## src/hw/rtl/nirs_pkg.sv

```systemverilog
// ----------------------------------------------------------------------------
// nirs_pkg: shared types and constants of the nearest-in-radius selector
// Widths of the coordinate, distance and identifier fields, the kept-list
// types and the configuration register indexes.
// ----------------------------------------------------------------------------
package nirs_pkg;

  localparam int MAX_TARGETS = 3;
  localparam int COORD_W     = 12;
  localparam int SQ_W        = 2 * COORD_W;      // one squared difference
  localparam int DIST_W      = SQ_W + 1;         // sum of two squares
  localparam int IDX_W       = 16;
  localparam int RANK_W      = 2;
  localparam int CNT_W       = $clog2(MAX_TARGETS + 1);
  localparam int CFG_IDX_W   = 2;

  typedef logic [COORD_W-1:0] coord_t;
  typedef logic [SQ_W-1:0]    sq_t;
  typedef logic [DIST_W-1:0]  dist_t;
  typedef logic [IDX_W-1:0]   idx_t;
  typedef logic [CNT_W-1:0]   cnt_t;
  typedef logic [RANK_W-1:0]  rank_t;

  typedef struct packed {
    dist_t dsq;
    idx_t  idx;
  } entry_t;

  typedef entry_t [MAX_TARGETS-1:0] list_t;

  // Control from the top level to the kept list
  typedef struct packed {
    logic upd;   // insert the current point
    logic clr;   // set closes on this item: empty the list
  } list_ctl_t;

  typedef enum logic [CFG_IDX_W-1:0] {
    REG_ORIGIN_X = 2'd0,
    REG_ORIGIN_Y = 2'd1,
    REG_RADIUS   = 2'd2,
    REG_MULTI    = 2'd3
  } cfg_reg_t;

endpackage

```

## src/hw/rtl/nirs_list.sv

```systemverilog
// ----------------------------------------------------------------------------
// nirs_list: sorted list of the nearest kept points
// Holds up to MAX_TARGETS entries in ascending distance order and inserts
// one point per cycle; equal distances go behind the entries already kept.
// ----------------------------------------------------------------------------
module nirs_list import nirs_pkg::*; (
  input  logic      clk,
  input  logic      rst_n,
  input  list_ctl_t ctl,
  input  dist_t     pt_dsq,
  input  idx_t      idx,
  output list_t     list_ins,
  output cnt_t      count_ins
);

  list_t entries_r;
  cnt_t  count_r;
  cnt_t  pos;

  always_comb begin
    pos = '0;
    for (int j = 0; j < MAX_TARGETS; j++) begin
      if ((CNT_W'(j) < count_r) && (entries_r[j].dsq <= pt_dsq)) begin
        pos = pos + 1'b1;
      end
    end
  end

  // Insert at pos; a full list with pos beyond the end drops the point
  always_comb begin
    list_ins = entries_r;
    if (ctl.upd) begin
      for (int j = 1; j < MAX_TARGETS; j++) begin
        if (CNT_W'(j) > pos) begin
          list_ins[j] = entries_r[j-1];
        end
      end
      for (int j = 0; j < MAX_TARGETS; j++) begin
        if (CNT_W'(j) == pos) begin
          list_ins[j].dsq = pt_dsq;
          list_ins[j].idx = idx;
        end
      end
    end
    if (ctl.upd && (count_r < CNT_W'(MAX_TARGETS))) begin
      count_ins = count_r + 1'b1;
    end else begin
      count_ins = count_r;
    end
  end

  always_ff @(posedge clk) begin
    if (!rst_n) begin
      count_r <= '0;
    end else if (ctl.clr) begin
      count_r <= '0;
    end else begin
      count_r <= count_ins;
    end
  end

  always_ff @(posedge clk) begin
    entries_r <= list_ins;
  end

endmodule

```

## src/hw/rtl/nearest_in_radius_selector_core.sv

```systemverilog
// ----------------------------------------------------------------------------
// nearest_in_radius_selector_core: nearest points within a radius
// Measures each candidate's squared distance from the origin, keeps the
// nearest ones inside the radius and emits them when the set closes.
// ----------------------------------------------------------------------------
//
//   channel  | handshake             | carries
//   ---------+-----------------------+------------------------------------------
//   in_      | in_valid / in_ready   | point_x, point_y, point_index, present,
//            |                       | last_point
//   out_     | out_valid / out_ready | target_index, target_dist_sq, found,
//            |                       | rank, last_result
//   cfg_     | cfg_we                | cfg_index selects the register, cfg_data
//
// One item a cycle is taken while the input is not held. Stage one squares
// the coordinate differences and the radius; stage two sums, compares with
// the radius and inserts into the sorted list. An item that closes a set
// copies the list into the result queue, which drains one result a cycle
// while out_ready is high; 1 to MAX_TARGETS results per set. A closing item
// waits in stage two until the queue is empty or its final result is
// accepted in that cycle, and that holds the input. Reset is synchronous and
// clears the list count, the queue and the registers; no clearing pass.
// ----------------------------------------------------------------------------
module nearest_in_radius_selector_core import nirs_pkg::*; (
  input  logic                 clk,
  input  logic                 rst_n,
  // configuration
  input  logic                 cfg_we,
  input  logic [CFG_IDX_W-1:0] cfg_index,
  input  logic [COORD_W-1:0]   cfg_data,
  // input items
  input  logic                 in_valid,
  output logic                 in_ready,
  input  logic [COORD_W-1:0]   in_point_x,
  input  logic [COORD_W-1:0]   in_point_y,
  input  logic [IDX_W-1:0]     in_point_index,
  input  logic                 in_present,
  input  logic                 in_last_point,
  // result items
  output logic                 out_valid,
  input  logic                 out_ready,
  output logic [IDX_W-1:0]     out_target_index,
  output logic [DIST_W-1:0]    out_target_dist_sq,
  output logic                 out_found,
  output logic [RANK_W-1:0]    out_rank,
  output logic                 out_last_result
);

  // Configuration registers
  coord_t origin_x_r, origin_y_r, radius_r;
  logic   multi_r;

  always_ff @(posedge clk) begin
    if (!rst_n) begin
      origin_x_r <= '0;
      origin_y_r <= '0;
      radius_r   <= '0;
      multi_r    <= 1'b0;
    end else if (cfg_we) begin
      unique case (cfg_reg_t'(cfg_index))
        REG_ORIGIN_X: origin_x_r <= cfg_data;
        REG_ORIGIN_Y: origin_y_r <= cfg_data;
        REG_RADIUS:   radius_r   <= cfg_data;
        REG_MULTI:    multi_r    <= cfg_data[0];
        default:      ;
      endcase
    end
  end

  // Stage one: absolute differences and squares
  coord_t dx, dy;
  sq_t    dx2_nxt, dy2_nxt, r2_nxt;

  always_comb begin
    dx      = (in_point_x >= origin_x_r) ? (in_point_x - origin_x_r)
                                         : (origin_x_r - in_point_x);
    dy      = (in_point_y >= origin_y_r) ? (in_point_y - origin_y_r)
                                         : (origin_y_r - in_point_y);
    dx2_nxt = SQ_W'(dx) * SQ_W'(dx);
    dy2_nxt = SQ_W'(dy) * SQ_W'(dy);
    r2_nxt  = SQ_W'(radius_r) * SQ_W'(radius_r);
  end

  logic   s1_valid_r;
  sq_t    s1_dx2_r, s1_dy2_r, s1_r2_r;
  idx_t   s1_idx_r;
  logic   s1_present_r, s1_last_r;
  logic   s1_fire;
  logic   in_fire;

  // Result queue state
  logic   q_valid_r;
  list_t  q_r;
  logic   q_found_r;
  cnt_t   q_left_r;
  rank_t  q_rank_r;
  logic   q_pop, q_last, load_ok;

  assign q_last  = (q_left_r == CNT_W'(1));
  assign q_pop   = q_valid_r && out_ready;
  // Queue can take a new set when empty or when its final result leaves now
  assign load_ok = !q_valid_r || (q_pop && q_last);

  assign s1_fire  = s1_valid_r && (!s1_last_r || load_ok);
  assign in_ready = !s1_valid_r || s1_fire;
  assign in_fire  = in_valid && in_ready;

  always_ff @(posedge clk) begin
    if (!rst_n) begin
      s1_valid_r <= 1'b0;
    end else if (in_ready) begin
      s1_valid_r <= in_valid;
    end
  end

  always_ff @(posedge clk) begin
    if (in_fire) begin
      s1_dx2_r     <= dx2_nxt;
      s1_dy2_r     <= dy2_nxt;
      s1_r2_r      <= r2_nxt;
      s1_idx_r     <= in_point_index;
      s1_present_r <= in_present;
      s1_last_r    <= in_last_point;
    end
  end

  // Stage two: sum, range check and insertion
  dist_t     pt_dsq;
  logic      in_range;
  list_ctl_t list_ctl;
  list_t     list_ins;
  cnt_t      count_ins;

  assign pt_dsq       = DIST_W'(s1_dx2_r) + DIST_W'(s1_dy2_r);
  assign in_range     = pt_dsq <= DIST_W'(s1_r2_r);
  assign list_ctl.upd = s1_fire && s1_present_r && in_range;
  assign list_ctl.clr = s1_fire && s1_last_r;

  nirs_list u_list (
    .clk       (clk),
    .rst_n     (rst_n),
    .ctl       (list_ctl),
    .pt_dsq    (pt_dsq),
    .idx       (s1_idx_r),
    .list_ins  (list_ins),
    .count_ins (count_ins)
  );

  // Result queue: load a closed set, shift one entry out per accepted result
  logic load;
  logic set_found;
  assign load      = list_ctl.clr;
  assign set_found = (count_ins != '0);

  always_ff @(posedge clk) begin
    if (!rst_n) begin
      q_valid_r <= 1'b0;
    end else if (load) begin
      q_valid_r <= 1'b1;
    end else if (q_pop && q_last) begin
      q_valid_r <= 1'b0;
    end
  end

  always_ff @(posedge clk) begin
    if (load) begin
      q_found_r <= set_found;
      q_rank_r  <= '0;
      q_r       <= set_found ? list_ins : '0;
      if (set_found && multi_r) begin
        q_left_r <= count_ins;
      end else begin
        q_left_r <= CNT_W'(1);
      end
    end else if (q_pop) begin
      q_rank_r <= RANK_W'(q_rank_r + 1'b1);
      q_left_r <= q_left_r - 1'b1;
      for (int j = 0; j < MAX_TARGETS - 1; j++) begin
        q_r[j] <= q_r[j+1];
      end
    end
  end

  assign out_valid          = q_valid_r;
  assign out_target_index   = q_r[0].idx;
  assign out_target_dist_sq = q_r[0].dsq;
  assign out_found          = q_found_r;
  assign out_rank           = q_rank_r;
  assign out_last_result    = q_last;

endmodule

```

## config.mk

```make
export PLATFORM = sky130hd
export DESIGN_NAME = nearest_in_radius_selector_core
export DESIGN_NICKNAME = d
export VERILOG_FILES = /design/src/hw/rtl/nirs_pkg.sv /design/src/hw/rtl/nirs_list.sv /design/src/hw/rtl/nearest_in_radius_selector_core.sv
export SDC_FILE = /design/constraint.sdc
export NUM_CORES = 2
export LEC_CHECK = 0
export BUFFER_PORTS_ARGS = -buffer_cell sky130_fd_sc_hd__buf_2
export CORE_MARGIN = 1
export CORE_UTILIZATION = 55
export CTS_BUF_LIST = sky130_fd_sc_hd__clkbuf_2 sky130_fd_sc_hd__clkbuf_4 sky130_fd_sc_hd__clkbuf_8
export DETAILED_ROUTE_END_ITERATION = 8
export PLACE_DENSITY = 0.72
export SKIP_LAST_GASP = 1
export SYNTH_ARGS = -nofsm -noshare
export SYNTH_HDL_FRONTEND = slang
export SYNTH_HIERARCHICAL = 1
export SYNTH_SLANG_ARGS = --single-unit
```

## constraint.sdc

```tcl
create_clock -name clk -period 17 [get_ports clk]
set_input_delay 0.85 -clock clk [delete_from_list [all_inputs] [get_ports clk]]
set_output_delay 0.85 -clock clk [all_outputs]
set_load 0.01 [all_outputs]
```

### Word-level counts from Yosys, hierarchy flattened

Cells that the tools add are included.

* bitwise gates (word level): 1
* multipliers: 3
* multiplexer cells: 20
* $lt $le $gt $ge: 12
* reductions and logical operators: 28
* $add $sub $neg: 10
* equal/unequal tests: 6

Operators by type and width (number)
* $mux 82: 3
* $mux 41: 5
* $mux 123: 1
* $le 25x25->1: 3
* $mul 12x12->24: 3
* $sub 12x12->12: 4
* $add 24x24->25: 1
* $le 25x24->1: 1
* $ge 12x12->1: 2
* $mux 12: 2
* $logic_and 1x1->1: 12
* $mux 2: 6
* $reduce_and 2->1: 4
* $add 2x1->2 const B: 3
* $reduce_bool 2->1: 3
* $eq 2x1->1 const B: 2
* $eq 2x2->1 const B: 2
* $logic_not 2->1: 2
* $lt 1x2->1 const A: 2
* $logic_not 1->1: 3
* $logic_or 1x1->1: 3
* $mux 1: 3
* $add 1x1->2 const B: 1
* $eq 1x2->1 const A: 1
* other kinds (8): 8

* input bits: 61
* output and inout port bits: 47
* logic and storage cells: 108
* register bits: 382

### Depth between registers and ports, before layout

* depth in word-level cells: 14
* depth in mapped cells: 35

### Modules after synthesis

Netlist, hierarchy kept.

By module, submodules not included
* nearest_in_radius_selector_core: cells each 2572, seq. area each 7216.9 µm², instances 1, area each 24722.5 µm²
* nirs_list: cells each 656, seq. area each 2502.4 µm², instances 1, area each 6670.1 µm²

### Least setup slack after synthesis

Ideal clock, no wire load.

* kind: in2reg
* start point: input in_point_x[0]
* end point: register s1_dx2_r[23] (data pin)
* slack: 8.812 ns
* stages on the path: 32
* setup time: 0.259 ns
* buffers on the path: 1
* arrival: 7.929 ns
* cells stage by stage: inv_1 > ha_1 > inv_1 > fa_1 > nand3_1 > a31o_2 > a21oi_1 > o221ai_1 > buf_2 > mux2i_1 > xnor2_1 > clkinv_1 > nor2_1 > inv_1 > fa_1 > inv_1 > fa_1 > fa_1 > fa_1 > inv_1 > fa_1 > inv_1 > ha_1 > a21o_1 > a21oi_1 > a2bb2oi_1 > o31ai_1 > o41ai_1 > o21ai_0 > a21o_1 > a21oi_1 > xnor2_1

* longest elaborated chain between the ends: 3

Ends and longest elaborated chain
* from (decl): line nearest_in_radius_selector_core.sv:34 `input logic [COORD_W-1:0] in_point_x,`
* $sub 12x12->12, or another cell as far along: line nearest_in_radius_selector_core.sv:76 `: (origin_x_r - in_point_x);`
* $mux 12 (*): line nearest_in_radius_selector_core.sv:75 `dx = (in_point_x >= origin_x_r) ? (in_point_x - origin_x_r)`
* $mul 12x12->24 (*): line nearest_in_radius_selector_core.sv:79 `dx2_nxt = SQ_W'(dx) * SQ_W'(dx);`
* named net dx2_nxt[23]: line nearest_in_radius_selector_core.sv:72 `sq_t dx2_nxt, dy2_nxt, r2_nxt;`
* to (signal assigned): line nearest_in_radius_selector_core.sv:118 `s1_dx2_r <= dx2_nxt;`
* to (decl): line nearest_in_radius_selector_core.sv:85 `sq_t s1_dx2_r, s1_dy2_r, s1_r2_r;`

Mark *: on every way through the listed nets, which the timed path passes. The rest lies on a longest branch.
A chain may end at the register's enable or synchronous reset.

### Worst setup path in the final report

* start point: register origin_y_r[0]
* end point: register s1_dy2_r[23] (data pin)

* longest elaborated chain between the ends: 3

Ends and longest elaborated chain
* from (decl): line nearest_in_radius_selector_core.sv:50 `coord_t origin_x_r, origin_y_r, radius_r;`
* from (signal assigned): line nearest_in_radius_selector_core.sv:62 `REG_ORIGIN_Y: origin_y_r <= cfg_data;`
* $sub 12x12->12, or another cell as far along: line nearest_in_radius_selector_core.sv:78 `: (origin_y_r - in_point_y);`
* $mux 12 (*): line nearest_in_radius_selector_core.sv:77 `dy = (in_point_y >= origin_y_r) ? (in_point_y - origin_y_r)`
* $mul 12x12->24 (*): line nearest_in_radius_selector_core.sv:80 `dy2_nxt = SQ_W'(dy) * SQ_W'(dy);`
* named net dy2_nxt[23]: line nearest_in_radius_selector_core.sv:72
* to (signal assigned): line nearest_in_radius_selector_core.sv:119 `s1_dy2_r <= dy2_nxt;`
* to (decl): line nearest_in_radius_selector_core.sv:85

Marked as above.

==> metrics <==
Worst-path clk slew=0.06 ns; critical path type=flop to flop; worst reg2reg endpoint=s1_dy2_r[23]$_DFFE_PP_; f_max=0.111 GHz; Syn Nets=3879; clk_lat worst skew=0.67 ns; Hold Crit Class=input port to flop; placed insts=3956; CP Capture Type=flop; post-synthesis instance area=31400 sq um; synthesized instance count=3228; Worst EP required=17.39 ns; Die Area=58000 sq um; I/O pins=108; CP Data Arrival Time=9.43 ns; Crit-path slowest cell=xnor2_1; Final Max Tran Viols=0; DP HPWL=54000 microns; min cycle time layout=9.04 ns; Hold Path Origin=in_point_index[5]; clk buf depth=3; routed via count=22300; commonest non-fill, non-tap cell in the layout=inv_1; status=completed; Ant. Diodes=0; period utilization=53.2%; GP Congestion=0.936; post-route cell area=33900 sq um; final count of hold timing violations=0; core area=56400 sq um; crit-path max cell delay=0.82 ns; grt total ovfl=0; post-CTS sizing=0; Routed Wire Length=71600 microns; Final ANT Viol Nets=0; RSZ-0062 raised after global routing=false; nets@finish=3922; share of cells above drive strength 1=11.6%; hold endpoint=s1_idx_r[5]$_DFFE_PP_; vias in the first global route=23300; first-pass GRT wire length=117000 microns; GRT Resource Usage Total=25.4%; CTS hold repair buffers=0; utilization after layout=60.0%; top_reg_cell synth=edfxtp_1; Distinct cells, synth=82; sequential area share after synthesis=31.0%; CTS Buf Count=69; DP Area=32300 sq um; Die Ht=241 microns; YS warnings=6; Slew headroom=26.9%; Setup Total Neg Slack=0 ns; Avg Inst Size Synth=9.73 sq um; FF+latch count, synth=379; Area Overhead vs Synth=7.84%; crit-path most repeated cell=fa_1; clk_skew=0.0458 ns; PortBufs=107; CP max FO=19; Slew @ Worst Pin=1.10 ns; Die Wd=241 microns; EDFF count, synth=213; worst r2r path cells=30; CTS tree=built; clock sinks=379; largest net degree at the start of global routing=95; total iterations of the first detailed-routing run=5; Rows=87; hold depth=1; Startpoint Class=flop; final cell count without fillers=4084; max_cap viols=0; setup slack, reg-to-reg=7.96 ns; Post-CTS Setup Repair Bufs=0; fraction of registers with async set/reset=0%; H-tree levels=3; initial antenna violation count=0; Starting Density=55.7%; fillers=4779; vias per inst=5.47; DR WL/cell=17.5 microns; CTS root buf=clkbuf_8; drt first-iter violations=1089; DRC viols=0; most frequent cells in the layout=inv_1 (484), ha_1 (344), nand2_1 (339), fa_1 (246), edfxtp_1 (213); worst r2r src=origin_y_r[0]$_SDFFE_PN0P_; Final setup viols=0
[area by class of cell]
class | count | area [sq um] | share of cell area, %
clock buffers | 102 | 1290 | 3.81
clock inverters | 26 | 305 | 0.902
inverters | 492 | 1850 | 5.46
multi-input cells | 2201 | 19000 | 56.3
flip-flops and latches | 379 | 9720 | 28.7
well taps | 756 | 946 | 2.79
repair buffers | 128 | 693 | 2.05
[through the flow]
step	worst slack [ns]	hold slack, ns
2_1_floorplan	8.81	0.448
3_3_place_gp	7.64	0.462
3_5_place_dp	7.38	0.467
4_1_cts	7.98	0.307
5_1_grt	7.38	0.312
6_report	7.96	0.353
[Yosys cell counts, drive strengths merged, types with 20 or more instances]
library cell	n	area (sq um)
or2	60	375
nand3	107	536
dfxtp	166	3320
nor2	179	674
nand4	23	150
o21ai	107	543
nor3	24	120
fa	246	4920
nand2b	25	156
clkbuf	84	315
inv	491	1840
a21oi	115	576
nand2	342	1290
buf	72	521
ha	344	4300
and2	99	619
a211oi	23	173
nor2b	49	307
edfxtp	213	6400
xor2	31	290
a21boi	20	150
o221a	42	473
xnor2	76	733
mux2i	65	654
mux2	47	533
a21o	64	482
[logic make-up after synthesis]
kind of cell	count (synthesis)	share of synthesized area [%]
mux	112	3.78
compound gates	456	9.86
buf+inv	648	8.55
simple gates	935	14.1
fa+ha+maj	590	29.4
xor+xnor	108	3.34
flops	379	31.0
[metal layers]
metal | vias up | GRT usage (%) | share of wire (%)
li1 | 10800 | - | -
met4 | 0 | 10.2 | 3.7
met5 | - | 0 | 0
met2 | 520 | 44.8 | 50
met3 | 159 | 3.65 | 4.1
met1 | 10900 | 31.3 | 42
[how the worst max path moves through the flow]
stage	startpoint	endpoint	slack, ns	depth (start not counted)
after floorplan	in_point_x[0]	s1_dx2_r[23]$_DFFE_PP_	8.81	32
after global placement	in_point_y[6]	s1_dy2_r[23]$_DFFE_PP_	7.64	30
after detailed placement	in_point_y[6]	s1_dy2_r[23]$_DFFE_PP_	7.38	30
after CTS	origin_y_r[0]$_SDFFE_PN0P_	s1_dy2_r[23]$_DFFE_PP_	7.98	30
after global routing	origin_y_r[0]$_SDFFE_PN0P_	s1_dy2_r[23]$_DFFE_PP_	7.38	30
final	origin_y_r[0]$_SDFFE_PN0P_	s1_dy2_r[23]$_DFFE_PP_	7.96	30
[state kept, by name, summed over array words and instances (netlist names), 2 cells and up]
| signal | flops |
|---|---|
| out_rank | 2 |
| q_r | 82 |
| s1_dy2_r | 23 |
| radius_r | 12 |
| out_target_index | 16 |
| origin_x_r | 12 |
| s1_r2_r | 23 |
| q_left_r | 2 |
| s1_dx2_r | 23 |
| out_target_dist_sq | 25 |
| u_list/entries_r | 123 |
| s1_idx_r | 16 |
| u_list/count_r | 2 |
| origin_y_r | 12 |
[critical path, delay by kind of cell (launching register included)]
family | cells | cell delay, ns
and+or+nand+nor | 3 | 0.64
buffers and inverters | 5 | 0.27
xor gates and xnor gates | 2 | 1.00
DFF | 1 | 0.41
AOI/OAI and AO/OA | 12 | 2.82
adders and majority gates | 8 | 3.64
Power is left out: the tool's default activity adds up to more than one toggle a clock period on the data nets, which glitch-free logic cannot reach.
